File: src/rtl/core/bal_pkg.sv
// shared types and constants for the bounded array list
`default_nettype none

package bal_pkg;

	// fixed field widths of the command and result words
	localparam int CNT_W  = 7;
	localparam int POS_W  = 7;
	localparam int VAL_W  = 32;
	localparam int SLOT_W = 6;
	localparam int CMD_W  = 3;

	// capacity limit after reset
	localparam logic [CNT_W-1:0] CAP_RESET = 7'd64;

	typedef enum logic [CMD_W-1:0] {
		CMD_GET     = 3'd0,
		CMD_SET     = 3'd1,
		CMD_APPEND  = 3'd2,
		CMD_INSERT  = 3'd3,
		CMD_REMOVE  = 3'd4,
		CMD_CLEAR   = 3'd5,
		CMD_RESERVE = 3'd6
	} cmd_t;

	typedef enum logic [1:0] {
		ST_OK       = 2'd0,
		ST_BOUNDS   = 2'd1,
		ST_CAPACITY = 2'd2
	} status_t;

	// how a command finishes once decoded
	typedef enum logic [1:0] {
		PATH_NOW  = 2'd0,
		PATH_GET  = 2'd1,
		PATH_MOVE = 2'd2
	} path_t;

	typedef enum logic [1:0] {
		S_IDLE     = 2'd0,
		S_GET_WAIT = 2'd1,
		S_MOVE_RD  = 2'd2,
		S_MOVE_WR  = 2'd3
	} state_t;

	// controller to datapath
	typedef struct packed {
		logic accept;
		logic get_fin;
		logic move_wr;
		logic move_fin;
	} ctl_t;

	// datapath to controller
	typedef struct packed {
		path_t path;
		logic  move_last;
	} sts_t;

endpackage

`default_nettype wire

File: src/rtl/core/bal_ram.sv
// generic single write port ram with registered read
`default_nettype none

module bal_ram #(
	parameter int WIDTH = 32,
	parameter int DEPTH = 64
) (
	input  wire logic                     clk,
	input  wire logic                     we,
	input  wire logic [$clog2(DEPTH)-1:0] waddr,
	input  wire logic [WIDTH-1:0]         wdata,
	input  wire logic [$clog2(DEPTH)-1:0] raddr,
	output logic      [WIDTH-1:0]         rdata
);

	logic [WIDTH-1:0] mem_q [DEPTH];

	// write port
	always_ff @(posedge clk) begin
		if (we) begin
			mem_q[waddr] <= wdata;
		end
	end

	// registered read port
	always_ff @(posedge clk) begin
		rdata <= mem_q[raddr];
	end

endmodule

`default_nettype wire

File: src/rtl/core/bal_ctrl.sv
// command sequencer for the bounded array list
`default_nettype none

module bal_ctrl
	import bal_pkg::*;
(
	input  wire logic clk,
	input  wire logic arst_n,
	input  wire logic start,
	output logic      busy,
	output logic      done,
	output ctl_t      ctl,
	input  wire sts_t sts
);

	state_t state_q;
	state_t state_d;
	logic   done_q;
	logic   done_d;

	// state and strobe registers
	always_ff @(posedge clk or negedge arst_n) begin
		if (!arst_n) begin
			state_q <= S_IDLE;
			done_q  <= 1'b0;
		end else begin
			state_q <= state_d;
			done_q  <= done_d;
		end
	end

	// next state and commands
	always_comb begin
		state_d = state_q;
		done_d  = 1'b0;
		ctl     = '0;
		unique case (state_q)
			S_IDLE: begin
				if (start) begin
					ctl.accept = 1'b1;
					unique case (sts.path)
						PATH_GET:  state_d = S_GET_WAIT;
						PATH_MOVE: state_d = S_MOVE_RD;
						default:   done_d  = 1'b1;
					endcase
				end
			end
			S_GET_WAIT: begin
				ctl.get_fin = 1'b1;
				done_d      = 1'b1;
				state_d     = S_IDLE;
			end
			S_MOVE_RD: begin
				if (sts.move_last) begin
					ctl.move_fin = 1'b1;
					done_d       = 1'b1;
					state_d      = S_IDLE;
				end else begin
					state_d = S_MOVE_WR;
				end
			end
			S_MOVE_WR: begin
				ctl.move_wr = 1'b1;
				state_d     = S_MOVE_RD;
			end
			default: state_d = S_IDLE;
		endcase
	end

	assign busy = (state_q != S_IDLE);
	assign done = done_q;

	// an accepted word either finishes at once or keeps the block busy
	a_accept_resolves: assert property (@(posedge clk) disable iff (!arst_n)
		start && !busy |=> done || busy)
		else $error("accepted word neither finished nor in progress");

	// every shift write is followed by the next shift read
	a_wr_then_rd: assert property (@(posedge clk) disable iff (!arst_n)
		state_q == S_MOVE_WR |=> state_q == S_MOVE_RD)
		else $error("shift write not followed by shift read");

endmodule

`default_nettype wire

File: src/rtl/core/bal_dp.sv
// datapath: entry store, count, capacity register, decode and result registers
`default_nettype none

module bal_dp
	import bal_pkg::*;
#(
	parameter int DEPTH       = 64,
	parameter int ENTRY_WIDTH = 32
) (
	input  wire logic              clk,
	input  wire logic              arst_n,
	input  wire ctl_t              ctl,
	output sts_t                   sts,
	input  wire logic [CMD_W-1:0]  command,
	input  wire logic [POS_W-1:0]  position,
	input  wire logic [VAL_W-1:0]  write_value,
	input  wire logic              cfg_write,
	input  wire logic [CNT_W-1:0]  cfg_data,
	output logic      [1:0]        status,
	output logic      [VAL_W-1:0]  read_value,
	output logic      [SLOT_W-1:0] slot_index,
	output logic      [CNT_W-1:0]  entry_count
);

	localparam int AW     = $clog2(DEPTH);
	localparam int LimMax = (DEPTH > 127) ? 127 : DEPTH;

	cmd_t                   cmd_in;
	cmd_t                   cmd_q;
	logic [POS_W-1:0]       pos_q;
	logic [ENTRY_WIDTH-1:0] val_q;
	logic [CNT_W-1:0]       idx_q;
	logic [CNT_W-1:0]       count_q;
	logic [CNT_W-1:0]       cap_q;
	logic [CNT_W-1:0]       lim;
	logic                   full;
	logic                   is_ins;

	status_t                dec_status;
	path_t                  dec_path;
	logic                   dec_we;
	logic [CNT_W-1:0]       dec_widx;
	logic [CNT_W-1:0]       dec_count;
	logic [SLOT_W-1:0]      dec_slot;

	logic                   ram_we;
	logic [CNT_W-1:0]       ram_widx;
	logic [ENTRY_WIDTH-1:0] ram_wdata;
	logic [CNT_W-1:0]       ram_ridx;
	logic [ENTRY_WIDTH-1:0] ram_rdata;

	status_t                status_q;
	logic [VAL_W-1:0]       rv_q;
	logic [SLOT_W-1:0]      slot_q;

	assign cmd_in = cmd_t'(command);
	assign is_ins = (cmd_q == CMD_INSERT);

	// limit in force saturates at the store depth
	assign lim  = (cap_q > CNT_W'(LimMax)) ? CNT_W'(LimMax) : cap_q;
	assign full = (count_q >= lim);

	// command decode against the current count
	always_comb begin
		dec_status = ST_OK;
		dec_path   = PATH_NOW;
		dec_we     = 1'b0;
		dec_widx   = count_q;
		dec_count  = count_q;
		dec_slot   = '0;
		unique case (cmd_in)
			CMD_GET: begin
				if (position >= count_q) dec_status = ST_BOUNDS;
				else                     dec_path   = PATH_GET;
			end
			CMD_SET: begin
				if (position >= count_q) begin
					dec_status = ST_BOUNDS;
				end else begin
					dec_we   = 1'b1;
					dec_widx = position;
				end
			end
			CMD_APPEND: begin
				if (full) begin
					dec_status = ST_CAPACITY;
				end else begin
					dec_we    = 1'b1;
					dec_count = count_q + CNT_W'(1);
				end
			end
			CMD_INSERT: begin
				if (full)                   dec_status = ST_CAPACITY;
				else if (position > count_q) dec_status = ST_BOUNDS;
				else                        dec_path   = PATH_MOVE;
			end
			CMD_REMOVE: begin
				if (position >= count_q) dec_status = ST_BOUNDS;
				else                     dec_path   = PATH_MOVE;
			end
			CMD_CLEAR: dec_count = '0;
			CMD_RESERVE: begin
				if (full) begin
					dec_status = ST_CAPACITY;
				end else begin
					dec_slot  = SLOT_W'(count_q);
					dec_count = count_q + CNT_W'(1);
				end
			end
			default: ;
		endcase
	end

	// status toward the controller
	assign sts.path      = dec_path;
	assign sts.move_last = is_ins ? (idx_q == pos_q) : ((idx_q + CNT_W'(1)) == count_q);

	// store write port select
	always_comb begin
		ram_we    = 1'b0;
		ram_widx  = dec_widx;
		ram_wdata = ENTRY_WIDTH'(write_value);
		if (ctl.accept && (dec_path == PATH_NOW) && dec_we) begin
			ram_we = 1'b1;
		end else if (ctl.move_wr) begin
			ram_we    = 1'b1;
			ram_widx  = idx_q;
			ram_wdata = ram_rdata;
		end else if (ctl.move_fin && is_ins) begin
			ram_we    = 1'b1;
			ram_widx  = pos_q;
			ram_wdata = val_q;
		end
	end

	// store read address: get position, or the neighbor of the shift index
	assign ram_ridx = ctl.accept ? position :
		(is_ins ? (idx_q - CNT_W'(1)) : (idx_q + CNT_W'(1)));

	bal_ram #(
		.WIDTH (ENTRY_WIDTH),
		.DEPTH (DEPTH)
	) u_ram (
		.clk   (clk),
		.we    (ram_we),
		.waddr (AW'(ram_widx)),
		.wdata (ram_wdata),
		.raddr (AW'(ram_ridx)),
		.rdata (ram_rdata)
	);

	// count and capacity limit
	always_ff @(posedge clk or negedge arst_n) begin
		if (!arst_n) begin
			count_q <= '0;
			cap_q   <= CAP_RESET;
		end else begin
			if (cfg_write) begin
				cap_q <= cfg_data;
			end
			if (ctl.accept && (dec_path == PATH_NOW)) begin
				count_q <= dec_count;
			end else if (ctl.move_fin) begin
				count_q <= is_ins ? (count_q + CNT_W'(1)) : (count_q - CNT_W'(1));
			end
		end
	end

	// captured command word and shift index
	always_ff @(posedge clk) begin
		if (ctl.accept) begin
			cmd_q <= cmd_in;
			pos_q <= position;
			val_q <= ENTRY_WIDTH'(write_value);
			idx_q <= (cmd_in == CMD_INSERT) ? count_q : position;
		end else if (ctl.move_wr) begin
			idx_q <= is_ins ? (idx_q - CNT_W'(1)) : (idx_q + CNT_W'(1));
		end
	end

	// result registers
	always_ff @(posedge clk) begin
		if (ctl.accept && (dec_path == PATH_NOW)) begin
			status_q <= dec_status;
			rv_q     <= '0;
			slot_q   <= dec_slot;
		end else if (ctl.get_fin) begin
			status_q <= ST_OK;
			rv_q     <= VAL_W'(ram_rdata);
			slot_q   <= '0;
		end else if (ctl.move_fin) begin
			status_q <= ST_OK;
			rv_q     <= '0;
			slot_q   <= '0;
		end
	end

	assign status      = status_q;
	assign read_value  = rv_q;
	assign slot_index  = slot_q;
	assign entry_count = count_q;

	// the count never passes the largest possible limit
	a_count_bound: assert property (@(posedge clk) disable iff (!arst_n)
		count_q <= CNT_W'(LimMax))
		else $error("entry count above store limit");

	// a finished insert grows the list by one
	a_insert_grows: assert property (@(posedge clk) disable iff (!arst_n)
		ctl.move_fin && is_ins |=> count_q == $past(count_q) + CNT_W'(1))
		else $error("insert did not grow the count");

endmodule

`default_nettype wire

File: src/rtl/core/bounded_array_list.sv
// top level of the bounded array list
//
// Ordered list of up to the capacity limit (saturated at the store depth) entries held in a single-port-write RAM.
// Command channel: command, position and write_value are taken at a clock edge
// where start is high and busy is low. Each word gives one result, shown for
// exactly one cycle with done high on status, read_value, slot_index and
// entry_count; the receiver cannot stall, so the result must be taken then.
// Config channel: cfg_data is written into the capacity limit when cfg_valid
// and cfg_ready are high; cfg_ready is always high. Write it only when idle.
// Set, append, clear, reserve and any rejected command finish straight from
// decode; get waits on the registered RAM read; insert and remove shift the
// entries from position to the end of the list, moving one entry per pass
// through the read and write shift states. A new word may be accepted in the
// cycle that done is high. Reset clears the count to zero and sets the
// capacity limit to 64; entry contents are undefined until written.
`default_nettype none

module bounded_array_list
	import bal_pkg::*;
#(
	parameter int DEPTH       = 64,
	parameter int ENTRY_WIDTH = 32
) (
	input  wire logic              clk,
	input  wire logic              arst_n,
	input  wire logic              start,
	output logic                   busy,
	input  wire logic [CMD_W-1:0]  command,
	input  wire logic [POS_W-1:0]  position,
	input  wire logic [VAL_W-1:0]  write_value,
	output logic                   done,
	output logic      [1:0]        status,
	output logic      [VAL_W-1:0]  read_value,
	output logic      [SLOT_W-1:0] slot_index,
	output logic      [CNT_W-1:0]  entry_count,
	input  wire logic              cfg_valid,
	output logic                   cfg_ready,
	input  wire logic [CNT_W-1:0]  cfg_data
);

	ctl_t ctl;
	sts_t sts;

	// config writes are always taken
	assign cfg_ready = 1'b1;

	// controller
	bal_ctrl u_ctrl (
		.clk    (clk),
		.arst_n (arst_n),
		.start  (start),
		.busy   (busy),
		.done   (done),
		.ctl    (ctl),
		.sts    (sts)
	);

	// datapath
	bal_dp #(
		.DEPTH       (DEPTH),
		.ENTRY_WIDTH (ENTRY_WIDTH)
	) u_dp (
		.clk         (clk),
		.arst_n      (arst_n),
		.ctl         (ctl),
		.sts         (sts),
		.command     (command),
		.position    (position),
		.write_value (write_value),
		.cfg_write   (cfg_valid && cfg_ready),
		.cfg_data    (cfg_data),
		.status      (status),
		.read_value  (read_value),
		.slot_index  (slot_index),
		.entry_count (entry_count)
	);

endmodule

`default_nettype wire

File: config.mk
export PLATFORM = sky130hd
export DESIGN_NAME = bounded_array_list
export DESIGN_NICKNAME = d
export VERILOG_FILES = /design/src/rtl/core/bal_pkg.sv /design/src/rtl/core/bal_ram.sv /design/src/rtl/core/bal_ctrl.sv /design/src/rtl/core/bal_dp.sv /design/src/rtl/core/bounded_array_list.sv
export SDC_FILE = /design/constraint.sdc
export NUM_CORES = 2
export LEC_CHECK = 0
export BUFFER_PORTS_ARGS = -buffer_cell sky130_fd_sc_hd__buf_4
export CELL_PAD_IN_SITES_DETAIL_PLACEMENT = 1
export CELL_PAD_IN_SITES_GLOBAL_PLACEMENT = 1
export CORE_UTILIZATION = 25
export CTS_CLUSTER_DIAMETER = 60
export DETAILED_ROUTE_END_ITERATION = 8
export PLACE_DENSITY = 0.51
export SLEW_MARGIN = 20
export SYNTH_ARGS = -nofsm -noshare
export SYNTH_HDL_FRONTEND = slang
export SYNTH_SLANG_ARGS = --single-unit
File: constraint.sdc
create_clock -name clk -period 5.5 [get_ports clk]
set_input_delay 0 -clock clk [delete_from_list [all_inputs] [get_ports clk]]
set_output_delay 0 -clock clk [all_outputs]
set_load 0.02 [all_outputs]
* After elaboration in Yosys (flattened, before gate mapping) *
Memory sizes are Yosys's and may differ from the RTL's. A register that Yosys moved wholly into a read port is not among the register bits.
Cells that the tools add are included.

word-level totals
  bits in registers = 106
  word-level logic and storage cells = 115
  input bits = 53
  output and inout bits = 50
  RAM bits = 2,048
  memories = 1

operators by class
  magnitude comparators = 4
  muxes and demuxes = 61
  reduce and logical (&&, ||, !) cells = 16
  add/sub/neg operators = 4
  equal/unequal tests = 18

memory list
  name              depth  bits a word  read ports  clocked after Yosys merged registers in  write ports  RTL line       RTL
  u_dp.u_ram.mem_q  64     32           1           1                                        1            bal_ram.sv:16  logic [WIDTH-1:0] mem_q [DEPTH];

operator list
  operator                                              count
  2-to-1 mux 32 bit                                     5
  2-to-1 mux 6 bit                                      11
  2-to-1 mux 7 bit                                      9
  2-to-1 mux 2 bit                                      10
  2-to-1 mux 1 bit                                      19
  adder 7 x 1 -> 7 bit, second input constant           2
  equality test 7 bit                                   2
  >= comparator 7 bit                                   2
  case mux 7 bit (2 select lines)                       1
  subtractor 7 x 1 -> 7 bit, second input constant      2
  case mux 2 bit (3 select lines)                       2
  equality test 3 x 2 -> 1 bit, second input constant   3
  equality test 3 bit, second input constant            3
  != test 3 bit, second input constant                  3
  case mux 2 bit (4 select lines)                       1
  nonzero test 2 bit                                    4
  greater-than comparator 7 bit                         1
  greater-than comparator 7 bit, second input constant  1
  equality test 2 bit, second input constant            3
  equality test 2 x 1 -> 1 bit, second input constant   2
  logical NOT 2 bit                                     2
  case mux 2 bit (2 select lines)                       1
  OR reduction 2 bit                                    2
  equality test 3 x 1 -> 1 bit, second input constant   1
  other kinds (9)                                       11

* Depth between registers and ports, before layout *
  depth in word-level cells = 11
  depth in mapped cells = 20
  gate-level depth less buffers = 19

* Hierarchy *
Synthesis repeated with hierarchy kept, for this count alone.

second synthesis, totals
  cell total of the unflattened synthesis = 3,905
  area, all modules = 84,499.8 um^2

by module, submodules not included
  module              cells an instance  area an instance (um^2)  times used  sequential area each (um^2)
  bal_ram             3,324              78,515.3                 1           62,139.6
  bal_dp              560                5,774.3                  1           2,703.8
  bal_ctrl            19                 198.9                    1           75.1
  bounded_array_list  2                  11.3                     1           0.0

* Least setup slack after synthesis *
OpenSTA, ideal clock, no wires.

  kind = reg2reg
  start = register u_dp.count_q[2] (netlist: u_dp.entry_count[2])
  end = memory u_dp.u_ram.mem_q[19][0], enable pin
  library setup time = 0.421 ns
  slack = 0.342 ns
  cell stages (with the launch flop) = 19
  data required time = 5.079 ns
  period minus slack after synthesis = 5.158 ns
  buffers on the path = 2
  arrival time = 4.737 ns
  path through = dfrtp_1 -> clkbuf_1 -> inv_1 -> ha_1 -> o21a_1 -> o21a_1 -> o221a_2 -> nor2_1 -> o21ai_0 -> nor3_1 -> a21oi_1 -> ha_1 -> and2_0 -> clkbuf_1 -> nand3_1 -> and3_1 -> a21oi_1 -> nand3b_1 -> nor2_1

between the ends
  word-level cells in the longest chain between the ends = 10
  elaborated cells on any way between the ends = 29
  classes of those cells = order compare (3); eq/ne (1); mux (21); reduce/logical (4)

ends and longest elaborated chain
  what                                                                  RTL line                      RTL
  start, declared                                                       bal_dp.sv:33                  logic [CNT_W-1:0] count_q;
  start signal, assigned                                                bal_dp.sv:162                 count_q <= dec_count;
  start signal, assigned                                                bal_dp.sv:164                 count_q <= is_ins ? (count_q + CNT_W'(1)) : (count_q - CNT_W'(1));
  greater-than comparator 7 bit or equality test 7 bit (tied branches)  bal_dp.sv:94, bal_dp.sv:116
  2-to-1 mux 2 bit or 2-to-1 mux 1 bit (tied branches)                  bal_dp.sv:94, bal_dp.sv:116
  2-to-1 mux 2 bit or 2-to-1 mux 1 bit (tied branches)                  bal_dp.sv:93, bal_ctrl.sv:54
  case mux 2 bit (3 select lines) or 2-to-1 mux 1 bit (tied branches)   bal_dp.sv:71, bal_ctrl.sv:37
  logical NOT 2 bit or logical AND 1 bit (tied branches)                bal_dp.sv:123, bal_dp.sv:129
  logical AND 1 bit or 2-to-1 mux 1 bit (tied branches)                 bal_dp.sv:123, bal_dp.sv:129
  logical AND 1 bit or 2-to-1 mux 1 bit (tied branches)                 bal_dp.sv:123, bal_dp.sv:125
  2-to-1 mux 1 bit                                                      bal_dp.sv:123                 if (ctl.accept && (dec_path == PATH_NOW) && dec_we) begin
  2-to-1 mux 1 bit                                                      bal_ram.sv:20                 if (we) begin
  2-to-1 mux 1 bit (not written as such)                                bal_ram.sv:21                 mem_q[waddr] <= wdata;
  end, declared                                                         bal_ram.sv:16

Several ways; a longest one is shown, not always the timed one.

* Final worst setup path *
  start = register u_dp.count_q[1] (netlist: u_dp.entry_count[1])
  end = memory u_dp.u_ram.mem_q[56][19], enable pin

Same word-level chain as after synthesis.

==> qor.txt <==
status: complete, no violations
DR vias: 58687
Worst-Margin Slew: 1110 ps
Synth area leaders: edfxtp_1 71%, nand2_1 8.2%, nand3_1 2.5%
Clock Power Share: 24.8%
RSZ-0062 raised after global routing: false
flops & latches, synth: 2186
Multi-input gate area: 0.0221 sq mm
clock sink count: 2186
TritonCTS clock tree: yes
skew final: 88.2 ps
largest net degree at the start of global routing: 91
Initial Utilization: 25.1%
routability cong.: 0.824
Synthesized Nets: 6857
crit path kind: reg -> reg
Clock Latency Late Sink: 940 ps
final setup vio count: 0
Worst EP required: 6060 ps
combinational power share: 42.7%
Reg power frac: 32.5%
Synth warnings: 0
# port buffers: 101
Netlist cell types: 82
Max transition margin: 25.5%
Hold Crit Class: in -> reg
Syn Area/Cell: 13.1 sq um
drt wl/cell: 26.7 microns
P&R area growth vs syn: 19.6%
chip width: 597 microns
Seq/Total Area, Yosys: 73.3%
initial antenna violation count: 17
leak pwr: 0.0356 uW
GRT Residual Overflow: 0
Max Fclk: 191 MHz
routed wire length: 321000 microns
Final ANT Viol Nets: 0
via density per instance: 4.89
Syn Std Cell Area: 0.0886 sq mm
core region area: 0.353 sq mm
clock-pin slew on the worst setup and hold paths: 60 ps
peak supply drop: 0.359 mV
Post-synth EDFFs: 2105
vias in the first global route: 60194
Crit Path Max Fanout: 22
period utilization: 95.2%
Row Count: 218
Final Hold Vio Count: 0
Synth async-reset ratio: 0.778%
crit start category: flop
fin crit period: 5240 ps
clock buffer depth: 4
crit end category: flop
Die ar.: 0.357 sq mm
global-route wire length before repair: 457000 microns
initial drt markers: 5060
GRT Overall Usage: 17.5%
sw power: 26000 uW
top_reg_cell synth: edfxtp_1
Int Pwr: 35400 uW
fill cell count: 37749
Reg area: 0.0649 sq mm
worst setup margin: 261 ps
TritonCTS buffer count: 237
root buffer cell: clkbuf_16
sw frac: 42.3%
post-cts resize count: 0
Pre-Repair DR Iteration Count: 7
setup TNS: 0 ps
Yosys top cell by area: edfxtp_1
final cell utilization of the core: 30.0%
Final #Nets: 7164
Synth top area share: 71.4%
layout cells sized above 1: 12.2%
Final Max Tran Viols: 0
Max-Cap Viols: 0
Critical Path AT: 5800 ps
post-DP HPWL: 199000 microns
cell count after synthesis: 6783
commonest non-fill, non-tap cell in the layout: edfxtp_1
total DRC errors in the routed layout: 0
dpl ws: 306 ps
Power Dens Cells: 580 mW/mm^2
Ports: 103
H-tree levels: 4
most frequent cells in the layout: 2105 x edfxtp_1, 1911 x nand2_1, 448 x nand3_1
Tot Pwr: 61400 uW
chip height: 597 microns
-- cells by family (layout without fill, tap and decap cells) --
logic type	Yosys count	after routing	synth area share, %
buffers and inverters	494	988	2.68
other	1	7	0.00423
adders and majority gates	21	21	0.297
and+or+nand+nor	3115	3115	15.5
AOI/OAI and AO/OA	926	926	7.76
DFF	2186	2186	73.3
muxes	17	17	0.202
xor gates and xnor gates	23	23	0.227
-- cell usage after synthesis, types with 9 or more instances --
| cell | instances |
|---|---|
| buf_1 | 32 |
| and3_1 | 307 |
| xor2_1 | 9 |
| xnor2_1 | 14 |
| dfxtp_1 | 64 |
| or4_1 | 29 |
| nor2_1 | 157 |
| a31oi_1 | 67 |
| buf_4 | 33 |
| a22oi_1 | 36 |
| o221ai_1 | 27 |
| dfrtp_1 | 16 |
| nand3_1 | 448 |
| buf_6 | 25 |
| nor2b_1 | 31 |
| a2111oi_0 | 9 |
| mux2i_1 | 10 |
| nor3_1 | 47 |
| nand4_1 | 39 |
| clkbuf_1 | 223 |
| a311oi_1 | 143 |
| nand2_1 | 1944 |
| a21oi_1 | 170 |
| nand2b_1 | 9 |
| buf_2 | 165 |
| o41ai_1 | 28 |
| a211oi_1 | 58 |
| ha_1 | 21 |
| inv_1 | 15 |
| o31ai_1 | 34 |
| o21ai_0 | 113 |
| and4_1 | 26 |
| and2_1 | 13 |
| a311o_1 | 132 |
| edfxtp_1 | 2105 |
| or3_1 | 32 |
| a22o_1 | 60 |
-- metal layers --
layer / vias to the layer above / track usage [%] / routed length [microns]
met5: - / 0 / 0
met4: 0 / 4.75 / 8700
met3: 352 / 2.14 / 14000
met2: 1381 / 29.3 / 153000
met1: 31038 / 23.9 / 145000
li1: 25916 / - / -
-- power groups by stage --
stage / combinational, uW / sequential [uW] / clock (uW)
2_1_floorplan: 13500 / 20100 / 0
3_3_place_gp: 26200 / 20300 / 0
3_5_place_dp: 26400 / 20300 / 0
4_1_cts: 26500 / 19900 / 15500
5_1_grt: 27900 / 20000 / 16100
6_report: 26200 / 20000 / 15200
-- cell type report --
cell class | instances | area share [%]
flip-flops and latches | 2186 | 61.3
multi-input cells | 4103 | 20.8
clock buffers | 299 | 5.93
well taps | 4730 | 5.59
repair buffers | 546 | 5.47
clock inverters | 127 | 0.814
inverters | 16 | 0.0567
diodes | 6 | 0.0142
-- sequential cells by signal, summed over array words and instances (netlist names) --
signal,cells
u_dp.entry_count,7
u_ctrl.done,1
u_dp.val_q,32
u_dp.pos_q,7
u_dp.read_value,32
u_ctrl.state_q,2
u_dp.slot_index,6
u_dp.u_ram.rdata,32
u_dp.cmd_q,3
u_dp.status,2
u_dp.idx_q,7
u_dp.u_ram.mem_q,2048
u_dp.cap_q,7
-- worst paths after layout --
check	startpoint	to	slack [ps]	cells past startpoint
max	u_dp.entry_count[1]$_DFFE_PN0P_	u_dp.u_ram.mem_q[56][19]$_DFFE_PP_	260	20
min	position[6]	u_dp.idx_q[6]$_DFFE_PP_	140	4
max reg2reg	u_dp.entry_count[1]$_DFFE_PN0P_	u_dp.u_ram.mem_q[56][19]$_DFFE_PP_	260	20
min reg2reg	u_dp.read_value[4]$_SDFFE_PN0P_	u_dp.read_value[4]$_SDFFE_PN0P_	480	1
max in group asynchronous	arst_n	u_dp.entry_count[4]$_DFFE_PN0P_	4610	3
min in group asynchronous	arst_n	u_dp.cap_q[2]$_DFFE_PN0P_	320	3
-- timing repair --
item                                   in CTS  in global routing
hold buffers                              112                  0
endpoints found under the hold margin     409                  0
setup endpoints to repair                   0                  1
buffers inserted                            0                  0
-- metrics by stage --
step,hold WS [ps],cell area (sq um),cells
CTS,79.7,106000,12000
detailed placement,-107,97500,11462
global route,122,106000,12010
finish,136,106000,12013
global placement,-109,97100,11447
floorplan,-296,88600,6783
-- critical path, cell delays in order, from the launching register on --
cell	delay [ps]
dfrtp_1	390
inv_1	140
ha_1	330
nor2b_1	130
o21a_1	120
o21a_1	140
o221a_2	250
nor2_1	80
nor2_1	150
nor3_1	90
a21oi_1	270
ha_1	230
nand2_1	100
nor2_1	140
o2111ai_1	130
and3_1	280
and3b_1	380
nand3_1	180
buf_12	230
nor2_4	740
buf_4	360
Power figures use the tool's default switching activity.
